File: src/rtl/satellite_record_table_assert.svh
// assertion macros for the satellite record table
// no dependencies; taken in by satellite_record_table, which checks its own logic
`ifndef SATELLITE_RECORD_TABLE_ASSERT_SVH
`define SATELLITE_RECORD_TABLE_ASSERT_SVH
`ifndef SYNTHESIS
// same-cycle implication check
`define SRT_ASSERT_IMP(label, clk, rst, ante, cons) \
   label: assert property (@(posedge clk) disable iff (rst) (ante) |-> (cons)) \
      else $error("srt check failed");
// next-cycle implication check
`define SRT_ASSERT_NXT(label, clk, rst, ante, cons) \
   label: assert property (@(posedge clk) disable iff (rst) (ante) |=> (cons)) \
      else $error("srt check failed");
`else
`define SRT_ASSERT_IMP(label, clk, rst, ante, cons)
`define SRT_ASSERT_NXT(label, clk, rst, ante, cons)
`endif
`endif

File: src/rtl/srt_pkg.sv
// shared types, codes and constants of the satellite record table
// no dependencies
package srt_pkg;

   // default table depth
   localparam int SlotsDef = 16;

   // config register reset values
   localparam logic [31:0] RecycleReset = 32'd60000;
   localparam logic [31:0] RecentReset  = 32'd10000;

   // config port address width
   localparam int CsrAddrW = 3;

   // command codes, the fourth code is ignored
   typedef enum logic [1:0] {
      CmdTick   = 2'd0,
      CmdUpdate = 2'd1,
      CmdQuery  = 2'd2
   } cmd_type;

   // config register index
   typedef enum logic [0:0] {
      RegRecycle = 1'b0,
      RegRecent  = 1'b1
   } reg_idx_type;

   // record payload
   typedef struct packed {
      logic [7:0]        sat_number;
      logic signed [7:0] elevation;
      logic [8:0]        azimuth;
      logic [6:0]        snr;
   } rec_type;

   // contents of one table cell
   typedef struct packed {
      logic        valid;
      rec_type     rec;
      logic [31:0] stamp;
   } cell_word_type;

   // per-cell control from the sequencer
   typedef struct packed {
      logic shift;
      logic wr;
   } cell_ctrl_type;

endpackage

File: src/rtl/srt_req_if.sv
// request channel of the satellite record table
// no dependencies
interface srt_req_if;
   logic              valid;
   logic              ready;
   logic [1:0]        cmd;
   logic [7:0]        sat_number;
   logic signed [7:0] elevation;
   logic [8:0]        azimuth;
   logic [6:0]        snr;

   modport source (output valid, cmd, sat_number, elevation, azimuth, snr, input ready);
   modport sink (input valid, cmd, sat_number, elevation, azimuth, snr, output ready);
endinterface

File: src/rtl/srt_rsp_if.sv
// response channel of the satellite record table
// no dependencies
interface srt_rsp_if;
   logic              valid;
   logic              ready;
   logic              record_valid;
   logic [7:0]        out_sat_number;
   logic signed [7:0] out_elevation;
   logic [8:0]        out_azimuth;
   logic [6:0]        out_snr;
   logic              last;

   modport source (output valid, record_valid, out_sat_number, out_elevation,
                    out_azimuth, out_snr, last, input ready);
   modport sink (input valid, record_valid, out_sat_number, out_elevation,
                 out_azimuth, out_snr, last, output ready);
endinterface

File: src/rtl/srt_cell.sv
// one table cell: holds a record, loads it from its neighbor when the ring rotates
// depends on srt_pkg
module srt_cell (
   input  logic                  clock,
   input  logic                  reset,
   input  srt_pkg::cell_ctrl_type ctrl,
   input  srt_pkg::cell_word_type nbr_word,
   input  srt_pkg::cell_word_type wr_word,
   output srt_pkg::cell_word_type word
);

   logic                valid_ff;
   srt_pkg::rec_type    rec_ff;
   logic [31:0]         stamp_ff;

   // occupancy bit, cleared by reset
   always_ff @(posedge clock) begin
      if (reset) begin
         valid_ff <= 1'b0;
      end else if (ctrl.wr) begin
         valid_ff <= 1'b1;
      end else if (ctrl.shift) begin
         valid_ff <= nbr_word.valid;
      end
   end

   // record and stamp
   always_ff @(posedge clock) begin
      if (ctrl.wr) begin
         rec_ff   <= wr_word.rec;
         stamp_ff <= wr_word.stamp;
      end else if (ctrl.shift) begin
         rec_ff   <= nbr_word.rec;
         stamp_ff <= nbr_word.stamp;
      end
   end

   assign word.valid = valid_ff;
   assign word.rec   = rec_ff;
   assign word.stamp = stamp_ff;

endmodule

File: src/rtl/srt_csr.sv
// config registers of the satellite record table behind an apb-style port
// depends on srt_pkg
module srt_csr (
   input  logic                          clock,
   input  logic                          reset,
   input  logic                          psel,
   input  logic                          penable,
   input  logic                          pwrite,
   input  logic [srt_pkg::CsrAddrW-1:0]  paddr,
   input  logic [31:0]                   pwdata,
   output logic [31:0]                   prdata,
   output logic                          pready,
   output logic [31:0]                   recycle_ticks,
   output logic [31:0]                   recent_ticks
);

   logic [31:0]          recycle_ff;
   logic [31:0]          recent_ff;
   srt_pkg::reg_idx_type sel_idx;
   logic                 wr_go;

   assign sel_idx = srt_pkg::reg_idx_type'(paddr[2]);
   assign wr_go   = psel && penable && pwrite;
   assign pready  = 1'b1;

   // register writes
   always_ff @(posedge clock) begin
      if (reset) begin
         recycle_ff <= srt_pkg::RecycleReset;
         recent_ff  <= srt_pkg::RecentReset;
      end else if (wr_go) begin
         case (sel_idx)
            srt_pkg::RegRecycle: begin
               recycle_ff <= pwdata;
            end
            srt_pkg::RegRecent: begin
               recent_ff <= pwdata;
            end
            default: begin
            end
         endcase
      end
   end

   // read back
   always_comb begin
      case (sel_idx)
         srt_pkg::RegRecycle: prdata = recycle_ff;
         srt_pkg::RegRecent:  prdata = recent_ff;
         default:             prdata = '0;
      endcase
   end

   assign recycle_ticks = recycle_ff;
   assign recent_ticks  = recent_ff;

endmodule

File: src/rtl/satellite_record_table.sv
// An update goes through accept, one rotation of the cell ring past the head cell,
// and write; a query goes through accept, one rotation of the ring, which may stall
// while the response side is not ready, and a final word. Ticks and ignored words go one
// a cycle while the table is idle; no request is taken while an update or query runs.
// Reset clears the time counter and all occupancy bits at once (no clearing pass)
// and loads recycle_ticks 60000 and recent_ticks 10000.
module satellite_record_table #(
   parameter int SLOTS = srt_pkg::SlotsDef
) (
   input  logic                         clock,
   input  logic                         reset,
   srt_req_if.sink                      req_bus,
   srt_rsp_if.source                    rsp_bus,
   input  logic                         psel,
   input  logic                         penable,
   input  logic                         pwrite,
   input  logic [srt_pkg::CsrAddrW-1:0] paddr,
   input  logic [31:0]                  pwdata,
   output logic [31:0]                  prdata,
   output logic                         pready
);

`include "satellite_record_table_assert.svh"

   localparam int IdxW = (SLOTS > 1) ? $clog2(SLOTS) : 1;
   localparam logic [IdxW-1:0] LastIdx = IdxW'(SLOTS - 1);

   typedef enum logic [1:0] {
      StIdle,
      StScan,
      StPlace,
      StFinish
   } st_type;

   logic [31:0] recycle_ticks;
   logic [31:0] recent_ticks;

   // sequencer state
   st_type           st_ff, st_in;
   logic [IdxW-1:0]  idx_ff, idx_in;
   logic [31:0]      now_ff, now_in;
   logic             query_ff, query_in;
   logic             lim_ok_ff, lim_ok_in;
   logic [31:0]      lim_ff, lim_in;
   srt_pkg::rec_type hold_ff, hold_in;

   // update search results
   logic             hit_ff, hit_in;
   logic [IdxW-1:0]  hit_idx_ff, hit_idx_in;
   logic             free_ff, free_in;
   logic [IdxW-1:0]  free_idx_ff, free_idx_in;
   logic             old_ff, old_in;
   logic [IdxW-1:0]  old_idx_ff, old_idx_in;
   logic [31:0]      min_stamp_ff, min_stamp_in;
   logic [IdxW-1:0]  min_idx_ff, min_idx_in;

   // query look-ahead record
   logic             pend_ff, pend_in;
   srt_pkg::rec_type pend_rec_ff, pend_rec_in;

   // response register
   logic             rsp_valid_ff, rsp_valid_in;
   logic             rsp_has_ff, rsp_has_in;
   srt_pkg::rec_type rsp_rec_ff, rsp_rec_in;
   logic             rsp_last_ff, rsp_last_in;

   // ring
   srt_pkg::cell_ctrl_type cell_ctrl [SLOTS];
   srt_pkg::cell_word_type cell_out [SLOTS];
   srt_pkg::cell_word_type wr_word;
   logic [SLOTS-1:0]       wr_vec;
   logic [IdxW-1:0]        place_idx;

   srt_pkg::cell_word_type head;
   logic                   head_exp;
   logic                   head_vis;
   logic                   can_emit;
   logic                   step_stall;
   logic                   shift;
   logic                   emit;
   logic                   req_go;
   logic [31:0]            dur;

   srt_csr u_csr (
      .clock         (clock),
      .reset         (reset),
      .psel          (psel),
      .penable       (penable),
      .pwrite        (pwrite),
      .paddr         (paddr),
      .pwdata        (pwdata),
      .prdata        (prdata),
      .pready        (pready),
      .recycle_ticks (recycle_ticks),
      .recent_ticks  (recent_ticks)
   );

   // ring of cells, each loads from the next one, the last from the first
   for (genvar k = 0; k < SLOTS; k++) begin : g_cell
      assign cell_ctrl[k].shift = shift;
      assign cell_ctrl[k].wr    = wr_vec[k];
      assign wr_vec[k]          = (st_ff == StPlace) && (place_idx == IdxW'(k));

      srt_cell u_cell (
         .clock    (clock),
         .reset    (reset),
         .ctrl     (cell_ctrl[k]),
         .nbr_word (cell_out[(k + 1) % SLOTS]),
         .wr_word  (wr_word),
         .word     (cell_out[k])
      );
   end

   // head cell tests against the age limit latched at accept
   assign head       = cell_out[0];
   assign head_exp   = lim_ok_ff && (lim_ff > head.stamp);
   assign head_vis   = head.valid && !head_exp;
   assign can_emit   = !rsp_valid_ff || rsp_bus.ready;
   assign step_stall = query_ff && head_vis && pend_ff && !can_emit;
   assign shift      = (st_ff == StScan) && !step_stall;
   assign req_go     = req_bus.valid && req_bus.ready;
   assign dur        = (req_bus.cmd == srt_pkg::CmdUpdate) ? recycle_ticks : recent_ticks;

   // slot choice for an update: match, then free, then expired, then oldest
   always_comb begin
      if (hit_ff) begin
         place_idx = hit_idx_ff;
      end else if (free_ff) begin
         place_idx = free_idx_ff;
      end else if (old_ff) begin
         place_idx = old_idx_ff;
      end else begin
         place_idx = min_idx_ff;
      end
   end

   assign wr_word.valid = 1'b1;
   assign wr_word.rec   = hold_ff;
   assign wr_word.stamp = now_ff;

   // next-state logic
   always_comb begin
      st_in        = st_ff;
      idx_in       = idx_ff;
      now_in       = now_ff;
      query_in     = query_ff;
      lim_ok_in    = lim_ok_ff;
      lim_in       = lim_ff;
      hold_in      = hold_ff;
      hit_in       = hit_ff;
      hit_idx_in   = hit_idx_ff;
      free_in      = free_ff;
      free_idx_in  = free_idx_ff;
      old_in       = old_ff;
      old_idx_in   = old_idx_ff;
      min_stamp_in = min_stamp_ff;
      min_idx_in   = min_idx_ff;
      pend_in      = pend_ff;
      pend_rec_in  = pend_rec_ff;
      emit         = 1'b0;
      rsp_has_in   = rsp_has_ff;
      rsp_rec_in   = rsp_rec_ff;
      rsp_last_in  = rsp_last_ff;

      case (st_ff)
         StIdle: begin
            if (req_go) begin
               idx_in               = '0;
               lim_ok_in            = dur < now_ff;
               lim_in               = now_ff - dur;
               hold_in.sat_number   = req_bus.sat_number;
               hold_in.elevation    = req_bus.elevation;
               hold_in.azimuth      = req_bus.azimuth;
               hold_in.snr          = req_bus.snr;
               hit_in               = 1'b0;
               free_in              = 1'b0;
               old_in               = 1'b0;
               min_stamp_in         = '1;
               min_idx_in           = '0;
               pend_in              = 1'b0;
               case (srt_pkg::cmd_type'(req_bus.cmd))
                  srt_pkg::CmdTick: begin
                     if (now_ff != '1) begin
                        now_in = now_ff + 32'd1;
                     end
                  end
                  srt_pkg::CmdUpdate: begin
                     st_in    = StScan;
                     query_in = 1'b0;
                  end
                  srt_pkg::CmdQuery: begin
                     st_in    = StScan;
                     query_in = 1'b1;
                  end
                  default: begin
                  end
               endcase
            end
         end
         StScan: begin
            if (!step_stall) begin
               if (query_ff) begin
                  // hold one visible record back so the final one can carry last
                  if (head_vis) begin
                     if (pend_ff) begin
                        emit        = 1'b1;
                        rsp_has_in  = 1'b1;
                        rsp_rec_in  = pend_rec_ff;
                        rsp_last_in = 1'b0;
                     end
                     pend_in     = 1'b1;
                     pend_rec_in = head.rec;
                  end
               end else begin
                  if (head.valid && (head.rec.sat_number == hold_ff.sat_number) && !hit_ff) begin
                     hit_in     = 1'b1;
                     hit_idx_in = idx_ff;
                  end
                  if (!head.valid && !free_ff) begin
                     free_in     = 1'b1;
                     free_idx_in = idx_ff;
                  end
                  if (head_exp && !old_ff) begin
                     old_in     = 1'b1;
                     old_idx_in = idx_ff;
                  end
                  if (head.valid && (head.stamp < min_stamp_ff)) begin
                     min_stamp_in = head.stamp;
                     min_idx_in   = idx_ff;
                  end
               end
               idx_in = idx_ff + 1'b1;
               if (idx_ff == LastIdx) begin
                  st_in = query_ff ? StFinish : StPlace;
               end
            end
         end
         StPlace: begin
            st_in = StIdle;
         end
         StFinish: begin
            if (can_emit) begin
               emit        = 1'b1;
               rsp_has_in  = pend_ff;
               rsp_rec_in  = pend_ff ? pend_rec_ff : '0;
               rsp_last_in = 1'b1;
               pend_in     = 1'b0;
               st_in       = StIdle;
            end
         end
         default: begin
            st_in = StIdle;
         end
      endcase

      // response register
      if (emit) begin
         rsp_valid_in = 1'b1;
      end else if (rsp_bus.ready) begin
         rsp_valid_in = 1'b0;
      end else begin
         rsp_valid_in = rsp_valid_ff;
      end
   end

   // state and registered outputs
   always_ff @(posedge clock) begin
      if (reset) begin
         st_ff        <= StIdle;
         idx_ff       <= '0;
         now_ff       <= '0;
         query_ff     <= 1'b0;
         pend_ff      <= 1'b0;
         rsp_valid_ff <= 1'b0;
      end else begin
         st_ff        <= st_in;
         idx_ff       <= idx_in;
         now_ff       <= now_in;
         query_ff     <= query_in;
         pend_ff      <= pend_in;
         rsp_valid_ff <= rsp_valid_in;
      end
      lim_ok_ff    <= lim_ok_in;
      lim_ff       <= lim_in;
      hold_ff      <= hold_in;
      hit_ff       <= hit_in;
      hit_idx_ff   <= hit_idx_in;
      free_ff      <= free_in;
      free_idx_ff  <= free_idx_in;
      old_ff       <= old_in;
      old_idx_ff   <= old_idx_in;
      min_stamp_ff <= min_stamp_in;
      min_idx_ff   <= min_idx_in;
      pend_rec_ff  <= pend_rec_in;
      rsp_has_ff   <= rsp_has_in;
      rsp_rec_ff   <= rsp_rec_in;
      rsp_last_ff  <= rsp_last_in;
   end

   // ports
   assign req_bus.ready          = (st_ff == StIdle);
   assign rsp_bus.valid          = rsp_valid_ff;
   assign rsp_bus.record_valid   = rsp_has_ff;
   assign rsp_bus.out_sat_number = rsp_rec_ff.sat_number;
   assign rsp_bus.out_elevation  = rsp_rec_ff.elevation;
   assign rsp_bus.out_azimuth    = rsp_rec_ff.azimuth;
   assign rsp_bus.out_snr        = rsp_rec_ff.snr;
   assign rsp_bus.last           = rsp_last_ff;

   // checks
   `SRT_ASSERT_IMP(a_emit_room, clock, reset, emit, !rsp_valid_ff || rsp_bus.ready)
   `SRT_ASSERT_IMP(a_wr_only_place, clock, reset, st_ff != StPlace, wr_vec == '0)
   `SRT_ASSERT_IMP(a_wr_onehot, clock, reset, st_ff == StPlace, $onehot(wr_vec))
   `SRT_ASSERT_NXT(a_now_saturates, clock, reset, now_ff == '1, now_ff == '1)
   `SRT_ASSERT_IMP(a_empty_is_last, clock, reset, rsp_valid_ff && !rsp_has_ff, rsp_last_ff)

endmodule

File: src/flat_wrapper.sv
// flat-port wrapper written by rule: the top's interface ports become plain ports
module satellite_record_table_flat 
#(
   parameter int SLOTS = srt_pkg::SlotsDef
)
  (clock, reset, psel, penable, pwrite, paddr, pwdata, prdata, pready, req_bus_valid, req_bus_cmd, req_bus_sat_number, req_bus_elevation, req_bus_azimuth, req_bus_snr, req_bus_ready, rsp_bus_valid, rsp_bus_record_valid, rsp_bus_out_sat_number, rsp_bus_out_elevation, rsp_bus_out_azimuth, rsp_bus_out_snr, rsp_bus_last, rsp_bus_ready);
  srt_req_if req_bus_i ();
  srt_rsp_if rsp_bus_i ();
  input  logic clock;
  input  logic reset;
  input  logic psel;
  input  logic penable;
  input  logic pwrite;
  input  logic [srt_pkg::CsrAddrW-1:0] paddr;
  input  logic [31:0] pwdata;
  output logic [31:0] prdata;
  output logic pready;
  input wire logic [$bits(req_bus_i.valid)-1:0] req_bus_valid;
  input wire logic [$bits(req_bus_i.cmd)-1:0] req_bus_cmd;
  input wire logic [$bits(req_bus_i.sat_number)-1:0] req_bus_sat_number;
  input wire logic [$bits(req_bus_i.elevation)-1:0] req_bus_elevation;
  input wire logic [$bits(req_bus_i.azimuth)-1:0] req_bus_azimuth;
  input wire logic [$bits(req_bus_i.snr)-1:0] req_bus_snr;
  output wire logic [$bits(req_bus_i.ready)-1:0] req_bus_ready;
  output wire logic [$bits(rsp_bus_i.valid)-1:0] rsp_bus_valid;
  output wire logic [$bits(rsp_bus_i.record_valid)-1:0] rsp_bus_record_valid;
  output wire logic [$bits(rsp_bus_i.out_sat_number)-1:0] rsp_bus_out_sat_number;
  output wire logic [$bits(rsp_bus_i.out_elevation)-1:0] rsp_bus_out_elevation;
  output wire logic [$bits(rsp_bus_i.out_azimuth)-1:0] rsp_bus_out_azimuth;
  output wire logic [$bits(rsp_bus_i.out_snr)-1:0] rsp_bus_out_snr;
  output wire logic [$bits(rsp_bus_i.last)-1:0] rsp_bus_last;
  input wire logic [$bits(rsp_bus_i.ready)-1:0] rsp_bus_ready;
  assign req_bus_i.valid = req_bus_valid;
  assign req_bus_i.cmd = req_bus_cmd;
  assign req_bus_i.sat_number = req_bus_sat_number;
  assign req_bus_i.elevation = req_bus_elevation;
  assign req_bus_i.azimuth = req_bus_azimuth;
  assign req_bus_i.snr = req_bus_snr;
  assign req_bus_ready = req_bus_i.ready;
  assign rsp_bus_valid = rsp_bus_i.valid;
  assign rsp_bus_record_valid = rsp_bus_i.record_valid;
  assign rsp_bus_out_sat_number = rsp_bus_i.out_sat_number;
  assign rsp_bus_out_elevation = rsp_bus_i.out_elevation;
  assign rsp_bus_out_azimuth = rsp_bus_i.out_azimuth;
  assign rsp_bus_out_snr = rsp_bus_i.out_snr;
  assign rsp_bus_last = rsp_bus_i.last;
  assign rsp_bus_i.ready = rsp_bus_ready;
  satellite_record_table #(.SLOTS(SLOTS)) u_core (.clock(clock), .reset(reset), .req_bus(req_bus_i), .rsp_bus(rsp_bus_i), .psel(psel), .penable(penable), .pwrite(pwrite), .paddr(paddr), .pwdata(pwdata), .prdata(prdata), .pready(pready));
endmodule
File: config.mk
export PLATFORM = sky130hd
export DESIGN_NAME = satellite_record_table_flat
export DESIGN_NICKNAME = d
export VERILOG_FILES = /design/src/rtl/srt_pkg.sv /design/src/rtl/srt_req_if.sv /design/src/rtl/srt_rsp_if.sv /design/src/rtl/srt_cell.sv /design/src/rtl/srt_csr.sv /design/src/rtl/satellite_record_table.sv /design/src/flat_wrapper.sv
export VERILOG_INCLUDE_DIRS = /design/src /design/src/rtl
export SDC_FILE = /design/constraint.sdc
export NUM_CORES = 2
export LEC_CHECK = 0
export BUFFER_PORTS_ARGS = -buffer_cell sky130_fd_sc_hd__buf_4
export CELL_PAD_IN_SITES_DETAIL_PLACEMENT = 0
export CELL_PAD_IN_SITES_GLOBAL_PLACEMENT = 1
export CORE_MARGIN = 1
export CORE_UTILIZATION = 35
export DETAILED_ROUTE_END_ITERATION = 8
export MAX_ROUTING_LAYER = met4
export PLACE_DENSITY_LB_ADDON = 0.1
export SLEW_MARGIN = 20
export SYNTH_ARGS = -nofsm -noshare
export SYNTH_HDL_FRONTEND = slang
export SYNTH_SLANG_ARGS = --single-unit
export TNS_END_PERCENT = 10
File: constraint.sdc
create_clock -name clock -period 14.8 [get_ports clock]
set_clock_uncertainty 0.2 [all_clocks]
set_input_delay 2.96 -clock clock [delete_from_list [all_inputs] [get_ports clock]]
set_output_delay 2.96 -clock clock [all_outputs]
set_load 0.05 [all_outputs]
## Word-level counts from Yosys, hierarchy flattened

Index checks and enable logic that the tools add are counted.
W data, S select, Z words.

- Register bits: 1327
- Bits in latches: 0
- RAM bits: 0
- Bits in read-only memories: 0
- Input port bits: 76
- Output and inout port bits: 69
- Memories kept: 0

- Add/subtract/negate cells: 3
- Multipliers: 0
- Divide/modulo/power cells: 0
- Order comparisons: 3
- Eq/ne operators: 36
- Shift-type cells: 0
- Mux-type cells: 166
- Bitwise operators: 3
- Reductions and logical operators: 81

Operator list:

| operator | number |
|---|---|
| $mux W32 | 75 |
| $pmux W32 S2 | 3 |
| $lt A32 B32 Y1 | 2 |
| $mux W1 | 64 |
| $reduce_bool A2 Y1 | 20 |
| $eq A4 B4 Y1 const B | 9 |
| $add A32 B1 Y32 const B | 1 |
| $gt A32 B32 Y1 | 1 |
| $mux W4 | 8 |
| $ne A32 B32 Y1 const B | 1 |
| $sub A32 B32 Y32 | 1 |
| $logic_and A1 B1 Y1 | 30 |
| $reduce_and A5 Y1 | 5 |
| $reduce_and A4 Y1 | 5 |
| $ne A2 B2 Y1 const B | 9 |
| $eq A4 B3 Y1 const B | 4 |
| $pmux W4 S2 | 2 |
| $pmux W1 S2 | 7 |
| $reduce_and A6 Y1 | 2 |
| $mux W2 | 5 |
| $eq A4 B2 Y1 const B | 2 |
| $eq A8 B8 Y1 | 1 |
| $logic_not A1 Y1 | 8 |
| $ne A2 B1 Y1 const B | 4 |
| other kinds (14) | 23 |

## Logic depth before layout (Yosys ltp)

- Word-level depth: 11
- Gate-level depth with buffers: 15

## Modules after synthesis

A second synthesis with hierarchy kept.

- Cell total of the unflattened synthesis: 3599
- Area total of the unflattened synthesis: 61296.3 µm²

Modules (own cells, without submodules):

| module | instances | cells each | area an instance (µm²) | sequential area each (µm²) |
|---|---|---|---|---|
| srt_cell | 16 | 141 | 2904.0 | 1941.9 |
| satellite_record_table | 1 | 1051 | 11748.8 | 6286.0 |
| srt_csr | 1 | 292 | 3083.0 | 1281.2 |

## Worst setup path before layout

OpenSTA, ideal clock, no wires.

- Path type: input to register
- From: input req_bus_valid
- To: register u_core.min_idx_ff[0], enable pin
- Data arrival time: 7915 ps
- Data required time: 14116 ps
- Setup slack: 6201 ps
- Stages on the path: 6
- Path buffers: 0
- Cell sequence: nand2_1 -> inv_1 -> nor2_1 -> a2111oi_0 -> o211ai_1 -> o31ai_1

- Longest elaborated chain between the ends: 3

RTL lines:

| item | RTL line | source |
|---|---|---|
| start, declared | flat_wrapper.sv:18 | `input wire logic [$bits(req_bus_i.valid)-1:0] req_bus_valid;` |
| $logic_and A1 B1 Y1 | satellite_record_table.sv:121 | `assign req_go = req_bus.valid && req_bus.ready;` |
| $ne A2 B2 Y1 (no source line) | -- |  |
| $reduce_and A5 Y1 (no source line) | -- |  |
| end signal, assigned | satellite_record_table.sv:293 | `min_idx_ff <= min_idx_in;` |
| end, declared | satellite_record_table.sv:55 | `logic [IdxW-1:0] min_idx_ff, min_idx_in;` |

No other way between the ends.
A chain may end at the register's enable or synchronous reset.

## Worst setup path in the final report

- From: input paddr[2] in the netlist's numbering
- To: output prdata[25]

- Longest elaborated chain between the ends: 2

RTL lines:

| item | RTL line | source |
|---|---|---|
| start, declared | flat_wrapper.sv:14 | `input logic [srt_pkg::CsrAddrW-1:0] paddr;` |
| $not A1 Y1 (no source line) | -- |  |
| $pmux W32 S2 * | srt_csr.sv:47 | `case (sel_idx)` |
| end, declared | flat_wrapper.sv:16 | `output logic [31:0] prdata;` |

Mark *: on every way between the ends. The rest lies on a longest branch, timed or not.

==> impl_metrics.tcl <==
set metrics [dict create \
    synth_area_per_cell_um2 14.70 \
    synth_seq_area_share 0.6613 \
    yosys.area.top_type_share 0.6199 \
    crit_path_frequent_cell "sky130_fd_sc_hd__buf_4" \
    cts_buffer_depth 3 \
    h_tree_levels 4 \
    syn-cell-area_um2 58420 \
    grt_use_met2 0.3094 \
    synth_common_cells "sky130_fd_sc_hd__edfxtp_1 (1,206), sky130_fd_sc_hd__mux2_2 (905), sky130_fd_sc_hd__nand2_1 (538)" \
    syn2layout_area_growth_pct 13.80 \
    layout.nets 4222 \
    synth_area_leader_cell "sky130_fd_sc_hd__edfxtp_1" \
    post_dp_cell_area_um2 61740 \
    max_capacitance_violation_count 0 \
    grt_antenna_before_repair 3 \
    switching_power_summed_over_all_nets_mw 1.951 \
    critical-path-max-stage-delay_ns 0.45 \
    critPathSlowestCell "sky130_fd_sc_hd__buf_4" \
    clock.fmax_ghz 0.1388 \
    worstMarginPinSlew_ns 1.042 \
    regArea_um2 38640 \
    drt_pass1_iterations 9 \
    ant_nets 0 \
    routed_wl_um 158800 \
    timing.hold.worst_endpoint "u_core.pend_rec_ff[9]$_DFFE_PP_" \
    crit_fanout 35 \
    rsz_0062_raised_after_global_routing "no" \
    number_of_violations_reported_at_the_end_of_detailed_routing_iteration_0 2258 \
    die-area_um2 168600 \
    run_status "complete, but fails checks" \
    post_cts.repair.setup_buffers 0 \
    synth_fp_nets 4151 \
    ys_dominant_reg_cell "sky130_fd_sc_hd__edfxtp_1" \
    proportion_of_layout_cells_with_a_drive_suffix_above_1 0.3303 \
    netlist_instances 3974 \
    globalRouteMet3Util 0.02814 \
    slew_headroom 0.3042 \
    power.density_cell_area_nw_per_um2 128.2 \
    chipWidth_um 410.6 \
    worstRegToRegCells 13 \
    first_global_vias 32707 \
    grt-busiest-layer "met2" \
    end_kind "primary output" \
    grt_overflow 0 \
    floorplan.io_pins 145 \
    design_power_total_mw 8.527 \
    ys_top_cells_by_area "sky130_fd_sc_hd__edfxtp_1 (62%), sky130_fd_sc_hd__mux2_2 (17%), sky130_fd_sc_hd__dfxtp_1 (4.1%)" \
    initial_core_util 0.3533 \
    routed_vias 32185 \
    p_int_mw 6.576 \
    tritoncts_clock_tree "done" \
    clk_root_buffer_cell "sky130_fd_sc_hd__clkbuf_16" \
    worst-endpoint-required_ns 11.64 \
    globalRouteMet1Util 0.2624 \
    cp_data_arrival_time_ns 4.04 \
    pre_cts_slack_ns 7.579 \
    drt_drc_violations_left 16 \
    critical_path.reg2reg.endpoint "u_core.g_cell[15].u_cell.word[38]$_DFFE_PP_" \
    tmin_final_ns 7.203 \
    io_buffers 141 \
    vdd.ir_drop.worst_uv 119.4 \
    setup.reg_to_reg.worst_slack_ns 9.22 \
    totalNegativeSetupSlack_ns 0 \
    gpl.final_weighted_congestion 0.7637 \
    finalSetupViolations 0 \
    power.static_leakage_nw 23.31 \
    grt_start_max_net_pins 71 \
    timing.critical_path.cells "buf_4 > mux2_2 > buf_4" \
    multiInputGateArea_um2 18510 \
    cts_made_buffers 153 \
    min_path_cells 0 \
    violations_in_the_final_reports "design-rule violations" \
    p_comb_frac 0.055 \
    final-max-slew-violation-count 0 \
    routed_wire_length_per_instance_um 25.01 \
    synth.most_common_cell "sky130_fd_sc_hd__edfxtp_1" \
    final_area_um2 66490 \
    post_synth_arst_share 0 \
    die-height_um 410.6 \
    floorplan.rows 149 \
    clock_sink_count 1327 \
    timing.final.crit_share 0.4867 \
    hold_viol_final 0 \
    switching_share 0.2288 \
    fp.coreArea_um2 165400 \
    share_clk_of_total_power 0.429 \
    timing.rr.start "u_core.g_cell[0].u_cell.stamp_ff[23]$_DFFE_PP_" \
    ys_seq_elements 1327 \
    num-fill-cells 15327 \
    drt-vias-per-instance 5.069 \
    grt_pass1_wl_um 232600 \
    ys_types 71 \
    timing.final.ws_setup_ns 7.597 \
    worstSkewPairLatency_ns 0.78 \
    synth-edff-count 1206 \
    hold-worst-slack_ns 0.2497 \
    worst_hold_path_startpoint "u_core.g_cell[0].u_cell.word[41]$_DFFE_PP_" \
    crit_type "in -> out" \
    clk_transition_reported_paths_ns 0.06 \
    startpoint_type "input pin" \
    power_frac_seq 0.516 \
    yosys_warnings 0 \
    postCtsResizedCells 0 \
    globalRouteTotalUtil 0.1946 \
    hold_buffers 0 \
    post-dp-hpwl_um 87130 \
    hold_class "reg -> reg" \
]
-- worst max-delay path by stage --
stage | end | start | cells past startpoint
global placement | prdata[27] | paddr[2] | 3
floorplan | u_core.min_idx_ff[0]$_SDFFCE_PN0P_ | req_bus_valid | 6
CTS | prdata[25] | paddr[2] | 3
detailed placement | prdata[25] | paddr[2] | 3
global route | prdata[25] | paddr[2] | 3
finish | prdata[25] | paddr[2] | 3
-- power by group through the flow --
stage | Combinational [mW] | Clock [mW] | Sequential, mW
6_report | 0.468 | 3.66 | 4.40
5_1_grt | 0.514 | 3.90 | 4.42
4_1_cts | 0.483 | 3.77 | 4.40
3_5_place_dp | 0.479 | 0 | 4.48
3_3_place_gp | 0.477 | 0 | 4.48
2_1_floorplan | 0.310 | 0 | 4.44
-- per-stage QoR --
step,util,instances
after floorplan,-,3974
after global placement,0.3734,6079
after detailed placement,0.3734,6079
after CTS,0.4020,6349
after global routing,0.4020,6349
final,0.4021,6350
-- worst max-delay path: cells and delay by family --
kind | cells | cell delay (ns)
buffers and inverters | 2 | 0.65
multiplexers | 1 | 0.42
-- cell usage in the layout, fill, tap and decap left out, drive strengths merged, types with 5 or more instances in the layout --
cell / n
a2111oi: 6
a211oi: 10
a21o: 26
a21oi: 108
a311oi: 10
a31oi: 6
and2: 41
and3: 9
and4: 8
buf: 194
bufinv: 7
clkbuf: 206
clkinv: 53
dfxtp: 121
edfxtp: 1206
ha: 100
inv: 107
mux2: 919
mux2i: 41
nand2: 538
nand2b: 14
nand3: 34
nand3b: 15
nand4: 32
nor2: 82
nor2b: 6
nor3: 36
o211ai: 6
o21a: 9
o21ai: 89
o21bai: 7
o31ai: 6
or2: 5
or3: 9
xnor2: 27
xor2: 34
-- logic make-up after synthesis --
group | after synthesis | share of synthesized area
flops | 1327 | 0.6613
mux | 960 | 0.1855
simple gates | 838 | 0.06292
buf+inv | 382 | 0.02716
compound gates | 304 | 0.03208
fa+ha+maj | 101 | 0.02176
xor+xnor | 61 | 0.009145
other cells | 1 | 0.00006419
-- final cells by class --
type / count / area share
Sequential cell: 1327 / 0.5811
Timing Repair Buffer: 194 / 0.02209
Antenna cell: 1 / 0.00003764
Multi-Input combinational cell: 2265 / 0.2783
Clock buffer: 206 / 0.06231
Tap cell: 2189 / 0.04119
Inverter: 104 / 0.005928
Clock inverter: 64 / 0.008977
-- routing by layer --
layer / vias up / share of wire / wire length (µm)
met3: 209 / 0.036 / 5767
met1: 16522 / 0.47 / 74690
li1: 14868 / - / -
met2: 586 / 0.47 / 75280
met4: 0 / 0.020 / 3105
met5: - / 0 / 0
Note: power is estimated with default switching activity, not from simulation.
